$ cat config.mk
export PLATFORM = sky130hd
export DESIGN_NAME = bfw_div_chain
export DESIGN_NICKNAME = d
export VERILOG_FILES = /design/src/design/bfw_pkg.sv /design/src/design/bfw_div_cell.sv /design/src/design/bfw_div_chain.sv
export SDC_FILE = /design/constraint.sdc
export NUM_CORES = 2
export LEC_CHECK = 0
export BUFFER_PORTS_ARGS = -buffer_cell sky130_fd_sc_hd__buf_2
export CAP_MARGIN = 15
export CORE_ASPECT_RATIO = 1.5
export CORE_MARGIN = 2
export CORE_UTILIZATION = 40
export CTS_CLUSTER_DIAMETER = 50
export CTS_CLUSTER_SIZE = 10
export DETAILED_ROUTE_END_ITERATION = 10
export PLACE_DENSITY = 0.6
export SETUP_SLACK_MARGIN = 0.15
export SLEW_MARGIN = 20
export SYNTH_ARGS = -nofsm -noshare
export SYNTH_HDL_FRONTEND = slang
export SYNTH_HIERARCHICAL = 1
export SYNTH_SLANG_ARGS = --single-unit
$ cat constraint.sdc
create_clock -name clk -period 3.7 [get_ports clk]
set_input_delay 0.37 -clock clk [delete_from_list [all_inputs] [get_ports clk]]
set_output_delay 0.37 -clock clk [all_outputs]
set_load 0.02 [all_outputs]
$ cat src/design/bfw_pkg.sv
// Shared constants and types for the bilateral filter window block.
`timescale 1ns / 1ps
package bfw_pkg;

	// Sizing of the image, window and weights
	localparam int MAX_WIDTH   = 1024;
	localparam int MAX_HEIGHT  = 1024;
	localparam int MAX_RADIUS  = 3;
	localparam int WEIGHT_BITS = 16;

	// Fixed widths of the interface fields
	localparam int DIM_W  = 11;
	localparam int PIX_W  = 8;
	localparam int CMD_W  = 2;
	localparam int TIDX_W = 8;
	localparam int TW_W   = 16;
	localparam int CFG_AW = 3;
	localparam int CFG_DW = 11;

	// Line store geometry
	localparam int LS_ROWS  = 2 * MAX_RADIUS + 2;
	localparam int SLOT_W   = $clog2(LS_ROWS);
	localparam int COL_W    = $clog2(MAX_WIDTH);
	localparam int ROW_W    = $clog2(MAX_HEIGHT);
	localparam int LS_DEPTH = LS_ROWS * MAX_WIDTH;
	localparam int ADDR_W   = $clog2(LS_DEPTH);

	// Window geometry
	localparam int RAD_W    = $clog2(MAX_RADIUS + 1);
	localparam int D_W      = RAD_W + 1;
	localparam int SP_DEPTH = 2 * MAX_RADIUS * MAX_RADIUS + 1;
	localparam int SP_W     = $clog2(SP_DEPTH);
	localparam int NWIN     = (2 * MAX_RADIUS + 1) * (2 * MAX_RADIUS + 1);
	localparam int RG_DEPTH = 256;

	// Signed coordinate width, roomy enough for any row, column or dimension
	localparam int CW_A = (ROW_W > COL_W) ? ROW_W : COL_W;
	localparam int Y_W  = ((CW_A > DIM_W) ? CW_A : DIM_W) + 2;
	localparam int SL_W = SLOT_W + RAD_W + 2;

	// Arithmetic widths
	localparam int W_W     = 2 * WEIGHT_BITS;
	localparam int PROD_W  = W_W + PIX_W;
	localparam int NORM_W  = W_W + $clog2(NWIN);
	localparam int SUM_W   = NORM_W + PIX_W;
	localparam int QBITS   = PIX_W + 1;

	// Register indexes
	localparam logic [CFG_AW-1:0] REG_WIDTH  = 3'd0;
	localparam logic [CFG_AW-1:0] REG_HEIGHT = 3'd1;
	localparam logic [CFG_AW-1:0] REG_RADIUS = 3'd2;
	localparam logic [CFG_AW-1:0] REG_BMODE  = 3'd3;
	localparam logic [CFG_AW-1:0] REG_BVALUE = 3'd4;

	// Input commands
	localparam logic [CMD_W-1:0] CMD_PIXEL = 2'd0;
	localparam logic [CMD_W-1:0] CMD_FLUSH = 2'd1;
	localparam logic [CMD_W-1:0] CMD_RANGE = 2'd2;
	localparam logic [CMD_W-1:0] CMD_SPAT  = 2'd3;

	// Work carried from one divider cell to the next
	typedef struct packed {
		logic [SUM_W-1:0] rem;
		logic [SUM_W-1:0] dvs;
		logic [QBITS-1:0] quo;
		logic [PIX_W-1:0] centre;
		logic             zero;
	} div_t;

endpackage

$ cat src/design/bfw_div_cell.sv
// One restoring divider cell: settles one quotient bit and hands on.
`timescale 1ns / 1ps
module bfw_div_cell (
	input  logic        clk,
	input  logic        arst_n,
	input  logic        in_v,
	input  bfw_pkg::div_t in_d,
	output logic        out_v,
	output bfw_pkg::div_t out_d
);
	import bfw_pkg::*;

	logic ge;

	assign ge = (in_d.rem >= in_d.dvs);

	// Track occupancy of the cell
	always_ff @(posedge clk or negedge arst_n) begin
		if (!arst_n) begin
			out_v <= 1'b0;
		end else begin
			out_v <= in_v;
		end
	end

	// Subtract when it fits, shift quotient and divisor
	always_ff @(posedge clk) begin
		out_d.rem    <= ge ? (in_d.rem - in_d.dvs) : in_d.rem;
		out_d.dvs    <= in_d.dvs >> 1;
		out_d.quo    <= {in_d.quo[QBITS-2:0], ge};
		out_d.centre <= in_d.centre;
		out_d.zero   <= in_d.zero;
	end

endmodule

$ cat src/design/bfw_div_chain.sv
// Row of divider cells producing a 9-bit quotient.
`timescale 1ns / 1ps
module bfw_div_chain (
	input  logic          clk,
	input  logic          arst_n,
	input  logic          start,
	input  bfw_pkg::div_t start_d,
	output logic          done,
	output bfw_pkg::div_t done_d
);
	import bfw_pkg::*;

	logic v_c [QBITS+1];
	div_t d_c [QBITS+1];

	assign v_c[0] = start;
	assign d_c[0] = start_d;

	// Chain the cells, one quotient bit each
	for (genvar i = 0; i < QBITS; i++) begin : g_cell
		bfw_div_cell u_cell (
			.clk   (clk),
			.arst_n(arst_n),
			.in_v  (v_c[i]),
			.in_d  (d_c[i]),
			.out_v (v_c[i+1]),
			.out_d (d_c[i+1])
		);
	end

	assign done   = v_c[QBITS];
	assign done_d = d_c[QBITS];

endmodule

Yosys cells after proc, flatten, opt, wreduce, memory -nomap -nowiden
Cells that the tools add are included.
{ "word_totals": {"register_bits": 918, "input_bits": 113, "word_cells": 81} }
{ "classes": {"addsub": 9, "n_lt_le_gt_ge": 9, "muxes": 9} }
{ "ops": {"columns": ["op", "n"], "rows": [
  ["$mux W46", 9],
  ["$ge A46 B38 Y1", 1],
  ["$ge A46 B39 Y1", 1],
  ["$ge A46 B40 Y1", 1],
  ["$ge A46 B41 Y1", 1],
  ["$ge A46 B42 Y1", 1],
  ["$ge A46 B43 Y1", 1],
  ["$ge A46 B44 Y1", 1],
  ["$ge A46 B45 Y1", 1],
  ["$ge A46 B46 Y1", 1],
  ["$sub A46 B38 Y46", 1],
  ["$sub A46 B39 Y46", 1],
  ["$sub A46 B40 Y46", 1],
  ["$sub A46 B41 Y46", 1],
  ["$sub A46 B42 Y46", 1],
  ["$sub A46 B43 Y46", 1],
  ["$sub A46 B44 Y46", 1],
  ["$sub A46 B45 Y46", 1],
  ["$sub A46 B46 Y46", 1]
]} }

Logic depth before layout (Yosys ltp)
{ "logic_depth": {"ltp_word": 2, "depth_mapped": 15} }

Cells and area by module
Netlist, hierarchy kept.
{ "modules_own_cells": {"columns": ["mod", "n_inst", "cells_per_inst", "area_each_um2", "seq_area_each_um2"], "rows": [
  ["bfw_div_cell at g_cell[4].u_cell ...", 5, 662, 5734.2, 2207.1],
  ["bfw_div_cell at g_cell[1].u_cell ...", 3, 599, 5665.4, 2207.1],
  ["bfw_div_cell at g_cell[0].u_cell", 1, 649, 5632.9, 2207.1]
]} }

Worst setup path before layout
Ideal clock, no wire load.
{ "synth_timing": {"path_kind": "in2reg", "from": "input port start_d[29] (netlist name)", "to": "register g_cell[0].u_cell/out_d[108] (netlist name)", "t_arrival_ps": 2823, "t_required_ps": 3577, "slack_ps": 754, "stages": 11, "cell_sequence": "inv_1 > ha_1 > clkbuf_1 > nand4_1 > nor4_2 > o221ai_2 > a31oi_2 > a41oi_2 > o311ai_4 > buf_6 > mux2_1"} }
{ "synth_via": {"elab_chain_len": 2} }
{ "synth_rtl": {"columns": ["element", "line", "source"], "rows": [
  ["from (decl)", "bfw_div_chain.sv:7", "input bfw_pkg::div_t start_d,"],
  ["$sub A46 B46 Y46 / $ge A46 B46 Y1 (equally long branches)", "bfw_div_cell.sv:28, bfw_div_cell.sv:15", null],
  ["$mux W46 (*)", "bfw_div_cell.sv:28", "out_d.rem <= ge ? (in_d.rem - in_d.dvs) : in_d.rem;"],
  ["to (decl)", "bfw_div_cell.sv:9", "output bfw_pkg::div_t out_d"]
]} }
Mark *: on every way between the ends. The rest lies on a longest branch, timed or not.

Worst setup path in the final report
{ "layout_timing": {"from": "register g_cell[5].u_cell/out_d[51] (netlist name)", "to": "register g_cell[6].u_cell/out_d[81] (netlist name)"} }
{ "layout_via": {"elab_chain_len": 2} }
{ "layout_rtl": {"columns": ["element", "line", "source"], "rows": [
  ["from (decl)", "bfw_div_cell.sv:9", null],
  ["$ge A46 B40 Y1", "bfw_div_cell.sv:15", "assign ge = (in_d.rem >= in_d.dvs);"],
  ["$mux W46", "bfw_div_cell.sv:28", null],
  ["to (decl)", "bfw_div_cell.sv:9", null]
]} }
Every way passes these cells.

==> results.md <==
- Syn_nets: 6256
- CP Cell Sequence: inv_1, ha_1, nand4_1, nor4_1, nand4_1, a21oi_1, a21oi_1, and2_1, inv_4, mux2_2
- Worst-margin pin slew: 852 ps
- CP required: between 4000 and 5000 ps
- Max Clk Rate: roughly 290 MHz
- Syn_area_per_cell: 8.84 µm²
- Crit Path Class: reg2reg
- Pwr dens: 932 nW/µm²
- Setup Skew: 39.8 ps
- Final Cycle Share: 0.921
- Setup_tns: 0 ps
- Overflow left after global routing: 0
- Die X: 294 µm
- Slowest-stage cell, CP: ha_1
- Initial antenna violation count: 0
- Crit path time final: 3410 ps
- Top Ports: roughly 220
- FF-to-FF path depth: 10
- Max-cap viol count: 0
- Die footprint: approximately 130000 µm²
- RSZ-0062 raised after global routing: false
- CTS Buf Count: 119
- Fin cells: 7786
- Post-route antenna net violation count: 0
- Delay-heaviest family, CP: simple AND/OR/NAND/NOR gates
- Core ar.: 125000 µm²
- Worst path max stage delay: 420 ps
- H-tree level count: 3
- Largest net degree at the start of global routing: 48
- Class of the worst hold path: in2reg
- Status: complete, no violations
- DR pass1 iterations: 7
- Final setup violating endpoints: 0
- Stages on the worst setup path: 10
- Drt via density: about 5.4
- Clock Latency Late Sink: approximately 730 ps
- Most frequent cells in the layout: 945 x dfxtp_1, 581 x a21oi_1, 526 x inv_1, 450 x nand2_1, 414 x ha_1
- GRT Resource Usage Total: 0.220
- Final WL: around 140 mm
- Antenna cells: 0
- Reg-to-reg endpoint: g_cell[6].u_cell/out_d[81]$_DFF_P_
- R2R setup slack: 290 ps
- First DRT Iteration DRCs: 1987
- Slew headroom: 0.432
- Final-report hold violation count: 0
- Sink Count: 954
- Die Height: 440 µm
- Initial core utilization: 0.404
- Longest Clk Path Bufs: 3
- TritonCTS clock tree: done
- CP Launch Point: g_cell[5].u_cell/out_d[51]$_DFF_P_
- CP endpoint: g_cell[6].u_cell/out_d[81]$_DFF_P_
- Postcts setup bufs: 0
- Cell count after synthesis: approximately 5700
- Clock slew at reported path FFs: about 50 ps
- Yosys Warn Count: 6
- Routed wire per std cell: 18.6 µm
- Multi-input gate area: 28300 µm²
- Worst Path Max Fanout: 25
- Port Buffers: 213
- Root Buffer: clkbuf_16
- Final Slew Violations: 0
- Post-DP HPWL: 118 mm
- Filler cell count: 12232
- DRC Markers: 0
- First-pass GRT wire length: 223 mm
- Most common cell after layout, fill and taps aside: dfxtp_1
- Reg-to-reg startpoint: g_cell[5].u_cell/out_d[51]$_DFF_P_
- Routed via count: 41769
- Vias in the first global route: about 42000
- GPL Wtd Cong: 0.920
- Critical Path End Type: register
- Fin nets: 6667
- Row count: 159
- Placed insts: 7516
- Worst path buffer plus inverter count: 2
- FF+latch area: ~19000 µm²
- Share of layout cells above drive strength 1: 0.128
- Synthesized cell area: 50600 µm²
- Crit start category: register
- Min-Delay Startpoint: start_d[1]
- Area growth syn-to-layout: 15.8%
- Worst vdd ir: 0.453 mV
- Pleak: about 27 nW
- WP data arrival: 4020 ps
-- flip-flops by register name, indices dropped and copies added (netlist names) --
register	flops
g_cell.u_cell/out_v	9
g_cell.u_cell/out_d	945
-- where the power goes --
| part | internal [W] | switching [W] | leakage, nW |
|---|---|---|---|
| Combinational | 0.0121 | 0.0174 | 16.8 |
| Sequential | 0.0132 | 0.00145 | 8.07 |
| Clock | 0.00626 | 0.00423 | 1.70 |
-- metrics by stage --
stage / util / setup slack [ps] / instance area (µm²) / hold WS, ps / power, W
6_report: 0.467 / 293 / 58600 / 284 / 0.0546
5_1_grt: 0.467 / 152 / 58600 / 250 / 0.0584
3_5_place_dp: 0.431 / 195 / 54000 / 233 / 0.0438
2_1_floorplan: - / 754 / 50600 / 74.4 / 0.0361
4_1_cts: 0.467 / 210 / 58500 / 209 / 0.0548
3_3_place_gp: 0.431 / 222 / 54000 / 220 / 0.0437
-- repair_timing --
| action | in CTS | in global routing |
|---|---|---|
| endpoints found under the setup margin | 0 | 9 |
| endpoints found under the hold margin | 110 | 0 |
| resized for setup | 0 | 7 |
| hold buffers | 104 | 0 |
-- metal layers --
| layer | wire length [µm] | GRT usage | up-vias |
|---|---|---|---|
| met5 | 0 | 0 | - |
| met1 | 53500 | 0.213 | 19338 |
| met4 | 12100 | 0.174 | 0 |
| met2 | 75100 | 0.421 | 1041 |
| met3 | 4300 | 0.0222 | 428 |
| li1 | - | - | 20962 |
-- worst min-delay path by stage --
stage / to / slack [ps] / cells past startpoint
after global placement: g_cell[8].u_cell/out_v$_DFF_PN0_ / 220 / 1
after global routing: g_cell[0].u_cell/out_d[2]$_DFF_P_ / 250 / 2
after floorplan: g_cell[0].u_cell/out_v$_DFF_PN0_ / 70 / 0
after detailed placement: g_cell[8].u_cell/out_v$_DFF_PN0_ / 230 / 1
final: g_cell[0].u_cell/out_d[1]$_DFF_P_ / 280 / 2
after CTS: g_cell[0].u_cell/out_d[7]$_DFF_P_ / 210 / 2
-- final cells by class --
cell class	count	share of cell area
well taps	1610	0.0344
clock inverters	31	0.00667
repair buffers	499	0.0619
flip-flops and latches	954	0.327
multi-input cells	4026	0.483
clock buffers	135	0.0533
inverters	531	0.0342
-- worst register-to-register path, delay by kind of cell, from the launching register on --
| kind | cells | cell delay [ps] |
|---|---|---|
| mux | 1 | 430 |
| fa+ha+maj | 1 | 420 |
| flops | 1 | 340 |
| compound gates | 2 | 430 |
| simple gates | 4 | 1330 |
| buf+inv | 2 | 350 |
No activity file was read; power rests on OpenSTA's default activity.
